File: config.mk
export PLATFORM = sky130hd
export DESIGN_NAME = lcd_window_fill_bus_sequencer
export DESIGN_NICKNAME = d
export VERILOG_FILES = /design/src/rtl/lwf_pkg.sv /design/src/rtl/lcd_window_fill_bus_sequencer.sv /design/src/rtl/lwf_front.sv /design/src/rtl/lwf_queue.sv /design/src/rtl/lwf_back.sv
export SDC_FILE = /design/constraint.sdc
export NUM_CORES = 2
export LEC_CHECK = 0
export ABC_CLOCK_PERIOD_IN_PS = 17600
export BUFFER_PORTS_ARGS = -buffer_cell sky130_fd_sc_hd__buf_2
export CORE_MARGIN = 5
export CORE_UTILIZATION = 56
export CTS_CLUSTER_DIAMETER = 60
export DETAILED_ROUTE_END_ITERATION = 8
export PLACE_DENSITY = 0.74
export SETUP_SLACK_MARGIN = 0.4
export SLEW_MARGIN = 20
export SYNTH_ARGS = -nofsm -noshare
export SYNTH_HDL_FRONTEND = slang
export SYNTH_SLANG_ARGS = --single-unit
File: constraint.sdc
create_clock -name i_clk -period 17.6 [get_ports i_clk]
set_input_delay 3.52 -clock i_clk [delete_from_list [all_inputs] [get_ports i_clk]]
set_output_delay 3.52 -clock i_clk [all_outputs]
set_load 0.005 [all_outputs]
File: src/rtl/lwf_pkg.sv
// ----------------------------------------------------------------------------
// lwf_pkg
// Shared types and constants for the LCD window fill bus sequencer.
// ----------------------------------------------------------------------------
package lwf_pkg;

    // command codes
    localparam logic [2:0] CMD_FILL   = 3'd0;
    localparam logic [2:0] CMD_LINE   = 3'd1;
    localparam logic [2:0] CMD_PIXEL  = 3'd2;
    localparam logic [2:0] CMD_WINDOW = 3'd3;
    localparam logic [2:0] CMD_PUSH   = 3'd4;

    // configuration register indexes
    localparam logic [1:0] REG_TRANSPARENT_KEY = 2'd0;
    localparam logic [1:0] REG_SCREEN_WIDTH    = 2'd1;
    localparam logic [1:0] REG_SCREEN_HEIGHT   = 2'd2;

    localparam logic [31:0] TRANSPARENT_KEY_RST = 32'h0100_0000;
    localparam logic [14:0] SCREEN_WIDTH_RST    = 15'd320;
    localparam logic [14:0] SCREEN_HEIGHT_RST   = 15'd480;

    // display opcodes
    localparam logic [15:0] OP_COLADDR  = 16'h002a;
    localparam logic [15:0] OP_PAGEADDR = 16'h002b;
    localparam logic [15:0] OP_MEMWRITE = 16'h002c;
    localparam logic [15:0] BLACK       = 16'h0000;

    // word slots within one addressed transaction
    localparam logic [3:0] W_COL_OP  = 4'd0;
    localparam logic [3:0] W_XS_HI   = 4'd1;
    localparam logic [3:0] W_XS_LO   = 4'd2;
    localparam logic [3:0] W_XE_HI   = 4'd3;
    localparam logic [3:0] W_XE_LO   = 4'd4;
    localparam logic [3:0] W_PAGE_OP = 4'd5;
    localparam logic [3:0] W_YS_HI   = 4'd6;
    localparam logic [3:0] W_YS_LO   = 4'd7;
    localparam logic [3:0] W_YE_HI   = 4'd8;
    localparam logic [3:0] W_YE_LO   = 4'd9;
    localparam logic [3:0] W_MEM_WR  = 4'd10;
    localparam logic [3:0] W_COLOR   = 4'd11;

    // command queue
    localparam int QDEPTH = 4;
    localparam int QPTR_W = $clog2(QDEPTH);
    localparam int QCNT_W = $clog2(QDEPTH + 1);

    typedef enum logic [1:0] {
        K_STATUS,   // status result only
        K_WINDOW,   // address words, last on memory write
        K_FILL,     // address words plus colour
        K_PUSH      // single data word
    } t_kind;

    typedef struct packed {
        t_kind       kind;
        logic        status;
        logic [15:0] xa;
        logic [15:0] xb;
        logic [15:0] ya;
        logic [15:0] yb;
        logic [15:0] word;
        logic [16:0] w;
        logic [16:0] h;
    } t_desc;

endpackage

File: src/rtl/lcd_window_fill_bus_sequencer.sv
// ----------------------------------------------------------------------------
// lcd_window_fill_bus_sequencer
// Turns drawing commands into display-bus words with command/data flag,
// strobe count and last marker.
// ----------------------------------------------------------------------------
//   channel | signals                               | direction
//   --------+---------------------------------------+----------
//   in      | i_in_valid / o_in_ready, command data | to block
//   out     | o_out_valid / i_out_ready, bus word   | from block
//   cfg     | i_cfg_valid / o_cfg_ready, idx, data  | to block
//
// One result per cycle from the word sequencer while the output is not stalled:
// an addressed command gives 11 or 12 words, push pixel and status results one word each.
// Commands are classified on entry and wait in a 4-deep queue, so up to four
// more commands are taken while the output is stalled. Results only advance
// on i_out_ready.
// Reset is synchronous; config returns to its reset values, queue empties.
// ----------------------------------------------------------------------------
module lcd_window_fill_bus_sequencer (
    input  logic               i_clk,
    input  logic               i_rst_n,
    input  logic               i_in_valid,
    output logic               o_in_ready,
    input  logic        [2:0]  i_command,
    input  logic signed [15:0] i_x_start,
    input  logic signed [15:0] i_y_start,
    input  logic signed [15:0] i_x_end,
    input  logic signed [15:0] i_y_end,
    input  logic        [31:0] i_color,
    output logic               o_out_valid,
    input  logic               i_out_ready,
    output logic               o_bus_valid,
    output logic               o_is_command,
    output logic        [15:0] o_bus_word,
    output logic        [32:0] o_repeat_count,
    output logic               o_status,
    output logic               o_last,
    input  logic               i_cfg_valid,
    output logic               o_cfg_ready,
    input  logic        [1:0]  i_cfg_index,
    input  logic        [31:0] i_cfg_data
);
    import lwf_pkg::*;

    logic [31:0] r_transparent_key;
    logic [14:0] r_screen_width;
    logic [14:0] r_screen_height;

    t_desc front_desc;
    t_desc q_desc;
    logic  q_full, q_valid, q_pop;

    assign o_cfg_ready = 1'b1;
    assign o_in_ready  = !q_full;

    always_ff @(posedge i_clk) begin
        if (!i_rst_n) begin
            r_transparent_key <= TRANSPARENT_KEY_RST;
            r_screen_width    <= SCREEN_WIDTH_RST;
            r_screen_height   <= SCREEN_HEIGHT_RST;
        end else if (i_cfg_valid) begin
            case (i_cfg_index)
                REG_TRANSPARENT_KEY: r_transparent_key <= i_cfg_data;
                REG_SCREEN_WIDTH:    r_screen_width    <= i_cfg_data[14:0];
                REG_SCREEN_HEIGHT:   r_screen_height   <= i_cfg_data[14:0];
                default: ;
            endcase
        end
    end

    lwf_front u_front (
        .i_command         (i_command),
        .i_x_start         (i_x_start),
        .i_y_start         (i_y_start),
        .i_x_end           (i_x_end),
        .i_y_end           (i_y_end),
        .i_color           (i_color),
        .i_transparent_key (r_transparent_key),
        .i_screen_width    (r_screen_width),
        .i_screen_height   (r_screen_height),
        .o_desc            (front_desc)
    );

    lwf_queue u_queue (
        .i_clk   (i_clk),
        .i_rst_n (i_rst_n),
        .i_push  (i_in_valid),
        .i_desc  (front_desc),
        .o_full  (q_full),
        .i_pop   (q_pop),
        .o_valid (q_valid),
        .o_desc  (q_desc)
    );

    lwf_back u_back (
        .i_clk          (i_clk),
        .i_rst_n        (i_rst_n),
        .i_q_valid      (q_valid),
        .i_q_desc       (q_desc),
        .o_q_pop        (q_pop),
        .o_out_valid    (o_out_valid),
        .i_out_ready    (i_out_ready),
        .o_bus_valid    (o_bus_valid),
        .o_is_command   (o_is_command),
        .o_bus_word     (o_bus_word),
        .o_repeat_count (o_repeat_count),
        .o_status       (o_status),
        .o_last         (o_last)
    );

endmodule

File: src/rtl/lwf_front.sv
// ----------------------------------------------------------------------------
// lwf_front
// Classifies one drawing command into a bus-word descriptor: orders corners,
// checks line bounds, resolves transparency.
// ----------------------------------------------------------------------------
module lwf_front (
    input  logic               [2:0]  i_command,
    input  logic signed        [15:0] i_x_start,
    input  logic signed        [15:0] i_y_start,
    input  logic signed        [15:0] i_x_end,
    input  logic signed        [15:0] i_y_end,
    input  logic               [31:0] i_color,
    input  logic               [31:0] i_transparent_key,
    input  logic               [14:0] i_screen_width,
    input  logic               [14:0] i_screen_height,
    output lwf_pkg::t_desc            o_desc
);
    import lwf_pkg::*;

    logic               transparent;
    logic signed [15:0] x_lo, x_hi, y_lo, y_hi;
    logic        [16:0] w_ord, h_ord;
    logic               in_bounds;
    logic               straight;

    assign transparent = (i_color == i_transparent_key);

    assign x_lo = (i_x_end < i_x_start) ? i_x_end : i_x_start;
    assign x_hi = (i_x_end < i_x_start) ? i_x_start : i_x_end;
    assign y_lo = (i_y_end < i_y_start) ? i_y_end : i_y_start;
    assign y_hi = (i_y_end < i_y_start) ? i_y_start : i_y_end;

    // span fits 17 bits: at most 65536
    assign w_ord = {x_hi[15], x_hi} - {x_lo[15], x_lo} + 17'd1;
    assign h_ord = {y_hi[15], y_hi} - {y_lo[15], y_lo} + 17'd1;

    assign in_bounds = !i_x_start[15] && (i_x_start[14:0] < i_screen_width)
                    && !i_y_start[15] && (i_y_start[14:0] < i_screen_height)
                    && !i_x_end[15]   && (i_x_end[14:0]   < i_screen_width)
                    && !i_y_end[15]   && (i_y_end[14:0]   < i_screen_height);
    assign straight  = (i_x_start == i_x_end) || (i_y_start == i_y_end);

    always_comb begin
        o_desc        = '0;
        o_desc.kind   = K_STATUS;
        o_desc.word   = i_color[15:0];
        o_desc.xa     = x_lo;
        o_desc.xb     = x_hi;
        o_desc.ya     = y_lo;
        o_desc.yb     = y_hi;
        o_desc.w      = w_ord;
        o_desc.h      = h_ord;
        unique case (i_command)
            CMD_FILL: begin
                if (!transparent) o_desc.kind = K_FILL;
            end
            CMD_LINE: begin
                if (!transparent) begin
                    if (in_bounds && straight) o_desc.kind = K_FILL;
                    else                       o_desc.status = 1'b1;
                end
            end
            CMD_PIXEL: begin
                if (!transparent) begin
                    o_desc.kind = K_FILL;
                    o_desc.xa   = i_x_start;
                    o_desc.xb   = i_x_start;
                    o_desc.ya   = i_y_start;
                    o_desc.yb   = i_y_start;
                    o_desc.w    = 17'd1;
                    o_desc.h    = 17'd1;
                end
            end
            CMD_WINDOW: begin
                // taken as given, not ordered
                o_desc.kind = K_WINDOW;
                o_desc.xa   = i_x_start;
                o_desc.xb   = i_x_end;
                o_desc.ya   = i_y_start;
                o_desc.yb   = i_y_end;
            end
            CMD_PUSH: begin
                o_desc.kind = K_PUSH;
                if (transparent) o_desc.word = BLACK;
            end
            default: begin
                o_desc.status = 1'b1;
            end
        endcase
    end

endmodule

File: src/rtl/lwf_queue.sv
// ----------------------------------------------------------------------------
// lwf_queue
// Short descriptor queue between the classifier and the word sequencer.
// ----------------------------------------------------------------------------
module lwf_queue (
    input  logic           i_clk,
    input  logic           i_rst_n,
    input  logic           i_push,
    input  lwf_pkg::t_desc i_desc,
    output logic           o_full,
    input  logic           i_pop,
    output logic           o_valid,
    output lwf_pkg::t_desc o_desc
);
    import lwf_pkg::*;

    t_desc               r_mem [QDEPTH];
    logic [QPTR_W-1:0]   r_wr_ptr, n_wr_ptr;
    logic [QPTR_W-1:0]   r_rd_ptr, n_rd_ptr;
    logic [QCNT_W-1:0]   r_count, n_count;
    logic                do_push, do_pop;

    assign o_full  = (r_count == QCNT_W'(QDEPTH));
    assign o_valid = (r_count != '0);
    assign o_desc  = r_mem[r_rd_ptr];

    assign do_push = i_push && !o_full;
    assign do_pop  = i_pop && o_valid;

    always_comb begin
        n_wr_ptr = do_push ? r_wr_ptr + 1'b1 : r_wr_ptr;
        n_rd_ptr = do_pop  ? r_rd_ptr + 1'b1 : r_rd_ptr;
        n_count  = r_count;
        if (do_push && !do_pop) n_count = r_count + 1'b1;
        if (!do_push && do_pop) n_count = r_count - 1'b1;
    end

    always_ff @(posedge i_clk) begin
        if (!i_rst_n) begin
            r_wr_ptr <= '0;
            r_rd_ptr <= '0;
            r_count  <= '0;
        end else begin
            r_wr_ptr <= n_wr_ptr;
            r_rd_ptr <= n_rd_ptr;
            r_count  <= n_count;
        end
    end

    always_ff @(posedge i_clk) begin
        if (do_push) r_mem[r_wr_ptr] <= i_desc;
    end

endmodule

File: src/rtl/lwf_back.sv
// ----------------------------------------------------------------------------
// lwf_back
// Word sequencer: walks one descriptor slot by slot and drives the result
// register, one bus word per cycle while the output is not stalled.
// ----------------------------------------------------------------------------
module lwf_back (
    input  logic           i_clk,
    input  logic           i_rst_n,
    input  logic           i_q_valid,
    input  lwf_pkg::t_desc i_q_desc,
    output logic           o_q_pop,
    output logic           o_out_valid,
    input  logic           i_out_ready,
    output logic           o_bus_valid,
    output logic           o_is_command,
    output logic [15:0]    o_bus_word,
    output logic [32:0]    o_repeat_count,
    output logic           o_status,
    output logic           o_last
);
    import lwf_pkg::*;

    t_desc       r_desc;
    logic        r_busy;
    logic [3:0]  r_idx;
    logic [32:0] r_rep;
    logic [33:0] n_prod;

    logic        advance;
    logic        cur_last;
    logic        cur_bus, cur_cmd;
    logic [15:0] cur_word;
    logic [32:0] cur_rep;

    // strobe count is registered from the loaded descriptor in the cycle after load, well before the colour slot
    assign n_prod = 34'(r_desc.w) * 34'(r_desc.h);

    assign advance = !o_out_valid || i_out_ready;

    always_comb begin
        cur_bus  = 1'b1;
        cur_cmd  = 1'b0;
        cur_word = '0;
        cur_rep  = 33'd1;
        cur_last = 1'b0;
        unique case (r_idx)
            W_COL_OP:  begin cur_cmd = 1'b1; cur_word = OP_COLADDR; end
            W_XS_HI:   cur_word = {8'h00, r_desc.xa[15:8]};
            W_XS_LO:   cur_word = {8'h00, r_desc.xa[7:0]};
            W_XE_HI:   cur_word = {8'h00, r_desc.xb[15:8]};
            W_XE_LO:   cur_word = {8'h00, r_desc.xb[7:0]};
            W_PAGE_OP: begin cur_cmd = 1'b1; cur_word = OP_PAGEADDR; end
            W_YS_HI:   cur_word = {8'h00, r_desc.ya[15:8]};
            W_YS_LO:   cur_word = {8'h00, r_desc.ya[7:0]};
            W_YE_HI:   cur_word = {8'h00, r_desc.yb[15:8]};
            W_YE_LO:   cur_word = {8'h00, r_desc.yb[7:0]};
            W_MEM_WR:  begin
                cur_cmd  = 1'b1;
                cur_word = OP_MEMWRITE;
                cur_last = (r_desc.kind == K_WINDOW);
            end
            W_COLOR:   begin
                cur_word = r_desc.word;
                cur_rep  = r_rep;
                cur_last = 1'b1;
            end
            default:   cur_word = '0;
        endcase
        if (r_desc.kind == K_STATUS) begin
            cur_bus  = 1'b0;
            cur_cmd  = 1'b0;
            cur_word = '0;
            cur_rep  = 33'd1;
            cur_last = 1'b1;
        end else if (r_desc.kind == K_PUSH) begin
            cur_cmd  = 1'b0;
            cur_word = r_desc.word;
            cur_rep  = 33'd1;
            cur_last = 1'b1;
        end
    end

    // next descriptor loads in the cycle the current one sends its last word
    assign o_q_pop = i_q_valid && (!r_busy || (advance && cur_last));

    always_ff @(posedge i_clk) begin
        if (!i_rst_n) begin
            r_busy      <= 1'b0;
            r_idx       <= '0;
            o_out_valid <= 1'b0;
        end else begin
            if (advance) o_out_valid <= r_busy;
            if (o_q_pop) begin
                r_busy <= 1'b1;
                r_idx  <= W_COL_OP;
            end else if (r_busy && advance) begin
                if (cur_last) r_busy <= 1'b0;
                else          r_idx  <= r_idx + 1'b1;
            end
        end
    end

    always_ff @(posedge i_clk) begin
        r_rep <= n_prod[32:0];
        if (o_q_pop) r_desc <= i_q_desc;
        if (advance) begin
            o_bus_valid    <= cur_bus;
            o_is_command   <= cur_cmd;
            o_bus_word     <= cur_word;
            o_repeat_count <= cur_rep;
            o_status       <= r_desc.status;
            o_last         <= cur_last;
        end
    end

    a_idx_range: assert property (@(posedge i_clk) disable iff (!i_rst_n)
        r_busy |-> r_idx <= W_COLOR)
        else $error("word slot past colour");

    a_status_last: assert property (@(posedge i_clk) disable iff (!i_rst_n)
        o_out_valid && !o_bus_valid |-> o_last)
        else $error("status result without last");

    a_bus_ok: assert property (@(posedge i_clk) disable iff (!i_rst_n)
        o_out_valid && o_bus_valid |-> !o_status)
        else $error("bus word with fail status");

    a_repeat_colour: assert property (@(posedge i_clk) disable iff (!i_rst_n)
        o_out_valid && o_repeat_count != 33'd1 |-> o_bus_valid && !o_is_command && o_last)
        else $error("repeat count off colour word");

endmodule

======== After elaboration in Yosys (flattened, before gate mapping) ========
Memory sizes are Yosys's and may differ from the RTL's. A register that Yosys moved wholly into a read port is not among the register bits.
Index checks and enable logic that the tools add are counted.
word-level totals
  flip-flop bits (word level) ............. 161
  RAM bits ................................ 468
  input bits .............................. 138
  output and inout port bits .............. 56
  word-level logic and storage cells ...... 135
  memories ................................ 1
operators by class
  add/subtract/negate cells ............... 9
  $mul .................................... 1
  $lt $le $gt $ge ......................... 6
  eq/ne operators ......................... 23
  muxes and demuxes ....................... 30
  bitwise gates (word level) .............. 3
  reduce and logical (&&, ||, !) cells .... 46
memories
  memory         depth  width  read ports  clocked after Yosys merged registers in  write ports  RTL line         source
  u_queue.r_mem  4      117    1           1                                        1            lwf_queue.sv:17  t_desc r_mem [QDEPTH];
operators with widths
  kind                     number
  $pmux W16 S12            1
  $pmux W64 S2             1
  $mux W16                 7
  $mux W34                 2
  $mux W64                 1
  $lt A15 B15 Y1           4
  $add A17 B1 Y17 const B  2
  $sub A16 B16 Y17         2
  $mul A17 B17 Y33         1
  $eq A16 B16 Y1           2
  $eq A32 B32 Y1           1
  $lt A16 B16 Y1           2
  $eq A4 B3 Y1 const B     4
  $eq A4 B4 Y1 const B     4
  $logic_and A1 B1 Y1      15
  $mux W1                  10
  $reduce_and A2 Y1        5
  $logic_not A1 Y1         9
  $mux W3                  3
  $eq A4 B2 Y1 const B     2
  $pmux W2 S4              1
  $eq A3 B2 Y1 const B     2
  $eq A3 B3 Y1 const B     2
  $reduce_bool A2 Y1       3
  19 further kinds         32

======== Depth between registers and ports, before layout ========
  depth in word-level cells ............... 12
  depth in mapped cells ................... 24

======== Hierarchy ========
From an unflattened synthesis, not the netlist that was laid out.
second synthesis, totals
  cell total of the unflattened synthesis .. 3169
  area, all modules ....................... 41956.5 um^2
by module, submodules not included
  module                         instances  cells each  area an instance (um^2)
  lwf_queue                      1          663         17327.9
  lwf_back                       1          1504        16603.4
  lwf_front                      1          754         5560.3
  lcd_window_fill_bus_sequencer  1          248         2464.9

======== Worst setup path after synthesis ========
No wires, ideal clock.
  path kind ............................... input to register
  start ................................... input port i_out_ready
  end ..................................... register u_queue.r_count[2]
  library setup time ...................... 76 ps
  arrival ................................. 9132 ps
  data required time ...................... 17524 ps
  setup slack ............................. 8392 ps
  cell stages on the path ................. 10
  cell sequence ........................... nand2b_1 -> nand2_1 -> a21o_1 -> inv_1 -> ha_1 -> inv_1 -> fa_1 -> xor2_1 -> or3_1 -> a21boi_0
between the ends
  longest elaborated chain between the ends .. 8
  elaborated cells between the ends (all ways) .. 10
  classes of those cells .................. 1 x mux; 9 x reduce/logical
ends and longest elaborated chain
  item                                 RTL line                             source
  start, declared                      lcd_window_fill_bus_sequencer.sv:31  input logic i_out_ready,
  $logic_or A1 B1 Y1 (*)               lwf_back.sv:38                       assign advance = !o_out_valid || i_out_ready;
  $logic_and A1 B1 Y1 (*)              lwf_back.sv:84                       assign o_q_pop = i_q_valid && (!r_busy || (advance && cur_last));
  $logic_or A1 B1 Y1 (*)               lwf_back.sv:84
  $logic_and A1 B1 Y1 (*)              lwf_back.sv:84
  via q_pop                            lcd_window_fill_bus_sequencer.sv:51  logic q_full, q_valid, q_pop;
  $logic_and A1 B1 Y1 (*)              lwf_queue.sv:28                      assign do_pop = i_pop && o_valid;
  $logic_not A1 Y1                     lwf_queue.sv:34                      if (do_push && !do_pop) n_count = r_count + 1'b1;
  $logic_and A1 B1 Y1                  lwf_queue.sv:34
  $reduce_bool A2 Y1 (no source line)  -
  end signal, assigned                 lwf_queue.sv:46                      r_count <= n_count;
  end, declared                        lwf_queue.sv:20                      logic [QCNT_W-1:0] r_count, n_count;
The timed path passes the listed nets; every way through them passes the cells marked *.
A chain may end at the register's enable or synchronous reset.

==> flow_summary.yaml <==
setup_path:
  crit_arrival_ns: 8.00
  crit_type: "input pin to flop"
  slowest_delay_ns: 0.64
  crit_path_start_kind: "input pin"
  critPathMaxFanout: 29
  crit_path_top_delay_cell: "a2111oi_1"
  cp-end-kind: "flop"
  cpMostUsedCell: "a21o_1"
  cp.required_ns: 17.94
  ff2ff_path_depth: 22
  crit_chain: "buf_2, inv_1, ha_1, a21o_1, a2111oi_1, a22oi_1, o21ai_2, buf_4, o21ai_0, ha_1, fa_1, a21o_1, a21o_1, a21oi_1, o21ai_0, nand4_1, a31oi_1, a31oi_1, xor2_1, nor2_1"
min_path:
  worstHoldPathCells: 0
  min_path_type: "flop to flop"
run:
  maxCapViolCount: 0
synth:
  synth_top_family_by_area: "adder cells"
  synthCells: 3132
  syn_nets: 3730
  ys_seq_elements: 746
  yosys.area_share.simple: 0.09718
  yosysSeqAreaShare: 0.5181
  synthMuxAreaShare: 0.08003
  synthAdderAreaFrac: 0.1811
  synth.distinct_cells: 78
  synthFlopType: "edfxtp_1"
  synth_xor_area_frac: 0.02043
  netlist_area_um2: 41150
  synth_edf_count: 638
  async_flop_share: 0
  synth-compound-area-share: 0.05881
  syn_avg_cell_area_um2: 13.14
  yosysWarnings: 0
global_route:
  grtUsageMet1: 0.3495
  met3_usage: 0.04403
  grt_start_max_net_pins: 73
  grt_overflow: 0
  grt_pass1_vias: 26670
  grt_most_used_layer: "met2"
  grt_pass1_wl_mm: 159.0
  track_usage: 0.2662
  grtUsageMet2: 0.4428
  antenna_found_initial: 13
sta:
  setup_viol: 0
  final-max-slew-violation-count: 0
  hold_viol: 0
  finClkSkew_ns: 0.04427
  rsz0062_at_grt: "no"
  period_share: 0.4351
  fmax_mhz: 130.6
  slew_headroom: 0.2604
  worst_pin_slew_ns: 1.098
  timing.final.crit_period_ns: 7.657
  finalSetupTns_ns: 0
cts:
  cts_resized: 0
  path_clk_slew_ns: 0.06
  clk_latency_ns: 0.64
  cts-root-buf: "clkbuf_16"
  htreeDepth: 3
  cts.sinks: 746
  cts-buffers-inserted: 80
  postCtsHoldBufs: 0
  cts_tree: "done"
  postCtsSetupBuffers: 0
  clockBufferDepth: 3
place:
  io_buffers: 192
  dpl.hpwl_mm: 75.65
  gp_congestion: 0.9908
final_layout:
  area_delta_synth_final_pct: 11.40
  drive_gt1_frac: 0.1612
  nets: 3906
route:
  wl_per_cell_um: 24.09
  dr.pass1.iters: 8
  drc: 0
  via_per_inst: 5.901
  drt-initial-drc-count: 2543
  wirelength_mm: 104.6
  vias: 25630
  ant_nets: 0
floorplan:
  die_h_um: 281.1
  die_area_um2: 79000
  dieWidth_um: 281.1
  core_area_um2: 72960
  start_util: 0.5640
  num_rows: 99
  ios: 194
run_status:
  status: "finished clean"
==> metrics by stage <==
| step | instance area [um2] | hold slack [ns] | std cells | util | setup WS [ns] |
|---|---|---|---|---|---|
| finish | 45840 | 0.4319 | 4343 | 0.6283 | 9.943 |
| floorplan | 41150 | 0.4003 | 3132 | - | 8.392 |
| global route | 45820 | 0.4452 | 4337 | 0.6281 | 9.608 |
| global placement | 43030 | 0.4062 | 4185 | 0.5898 | 9.457 |
| CTS | 45810 | 0.4325 | 4333 | 0.6279 | 10.01 |
| detailed placement | 43050 | 0.4193 | 4185 | 0.5900 | 9.363 |
==> cells in the final DEF (no fill, tap or decap), types with 14 or more instances in the layout <==
| master | synthesis | routed |
|---|---|---|
| buf_4 | 1 | 21 |
| nand2_1 | 375 | 375 |
| a21boi_0 | 60 | 60 |
| a21oi_1 | 66 | 66 |
| buf_2 | 5 | 191 |
| mux2_2 | 50 | 50 |
| a21o_1 | 47 | 47 |
| nor2b_1 | 17 | 17 |
| nor2_1 | 75 | 75 |
| nand3b_1 | 17 | 17 |
| o21ai_0 | 70 | 70 |
| and2_1 | 187 | 186 |
| mux4_2 | 117 | 117 |
| edfxtp_1 | 638 | 638 |
| clkbuf_1 | 93 | 14 |
| nand4_1 | 26 | 26 |
| xnor2_1 | 48 | 48 |
| nor3_1 | 18 | 18 |
| nand3_1 | 22 | 22 |
| inv_1 | 359 | 358 |
| clkbuf_16 | 0 | 81 |
| ha_1 | 234 | 234 |
| fa_1 | 226 | 226 |
| or3_1 | 20 | 20 |
| dfxtp_1 | 108 | 106 |
| xor2_1 | 48 | 48 |
==> logic make-up (layout without fill, tap and decap cells) <==
| logic type | count (synthesis) | after routing |
|---|---|---|
| muxes | 176 | 176 |
| and+or+nand+nor | 819 | 819 |
| DFF | 746 | 746 |
| xor gates and xnor gates | 96 | 96 |
| AOI/OAI and AO/OA | 356 | 356 |
| buffers and inverters | 478 | 720 |
| adders and majority gates | 460 | 460 |
| other | 1 | 11 |
==> state kept, by name, summed over array words and instances, names as in the netlist, 2 cells and up <==
register               cells
r_screen_height           15
u_queue.r_count            3
r_screen_width            15
u_back.r_rep              33
u_queue.r_rd_ptr           2
r_transparent_key         32
u_queue.r_mem            468
u_back.o_bus_word         16
u_queue.r_wr_ptr           2
u_back.r_desc            117
u_back.r_idx               4
u_back.o_repeat_count     33
==> layout make-up <==
cell class,count,area [um2]
Inverter,360,1354
Sequential cell,746,21330
Multi-Input combinational cell,1908,18060
Timing Repair Buffer,212,1114
Clock buffer,96,2093
Clock inverter,52,668.1
Antenna cell,10,25.02
Fill cell,5312,27120
Tap cell,959,1200
==> cell usage after synthesis, types with 6 or more instances <==
library cell	instances	share of area
xor2_1	48	0.010
a221oi_1	8	0.0017
or2_2	7	0.0011
or3_1	20	0.0030
a222oi_1	9	0.0022
clkbuf_1	93	0.0085
a21o_1	47	0.0086
fa_1	226	0.11
a21boi_0	60	0.011
nand3b_1	17	0.0031
o31ai_1	6	0.0011
mux4_2	117	0.064
edfxtp_1	638	0.47
nor4_1	12	0.0018
mux2i_1	8	0.0019
and3_1	14	0.0021
o21a_1	7	0.0013
nor2_1	75	0.0068
o211ai_1	9	0.0016
o21ai_0	70	0.0085
mux2_2	50	0.014
a21oi_1	66	0.0080
nand2b_1	14	0.0021
and2_1	187	0.028
xnor2_1	48	0.010
a211oi_1	7	0.0013
nand2_1	375	0.034
inv_1	359	0.033
buf_1	17	0.0016
dfxtp_1	108	0.053
nand4_1	26	0.0040
ha_1	234	0.071
o21bai_1	9	0.0016
nand3_1	22	0.0027
nor2b_1	17	0.0026
nor3_1	18	0.0022
o21ai_1	7	0.00085
a22oi_1	10	0.0018
==> critical path, delay by kind of cell <==
family / cells / cell delay [ns]
XOR/XNOR: 1 / 0.18
adder cells (fa/ha/maj): 3 / 1.02
buffers and inverters: 3 / 0.57
AND/OR/NAND/NOR: 2 / 0.24
AO/OA/AOI/OAI: 11 / 2.48
==> routing by layer <==
layer  up-vias  wire length, um
met2      1144            51250
met5         -               21
li1      11360                -
met4         4             5356
met1     12860            40570
met3       255             7422
==> final timing paths <==
kind	slack (ns)	end	from
worst min register to register	0.43	u_back.o_status	u_back.r_desc[114]
worst min-delay path	0.43	u_back.o_status	u_back.r_desc[114]
worst max register to register	10.79	u_back.r_rep[30]	u_back.r_desc[24]
worst max-delay path	9.94	u_queue.r_mem[3][15]	i_y_start[13]
Power is not shown: default switching activity piles up to over one toggle a cycle in this logic, so the estimate is an artifact.
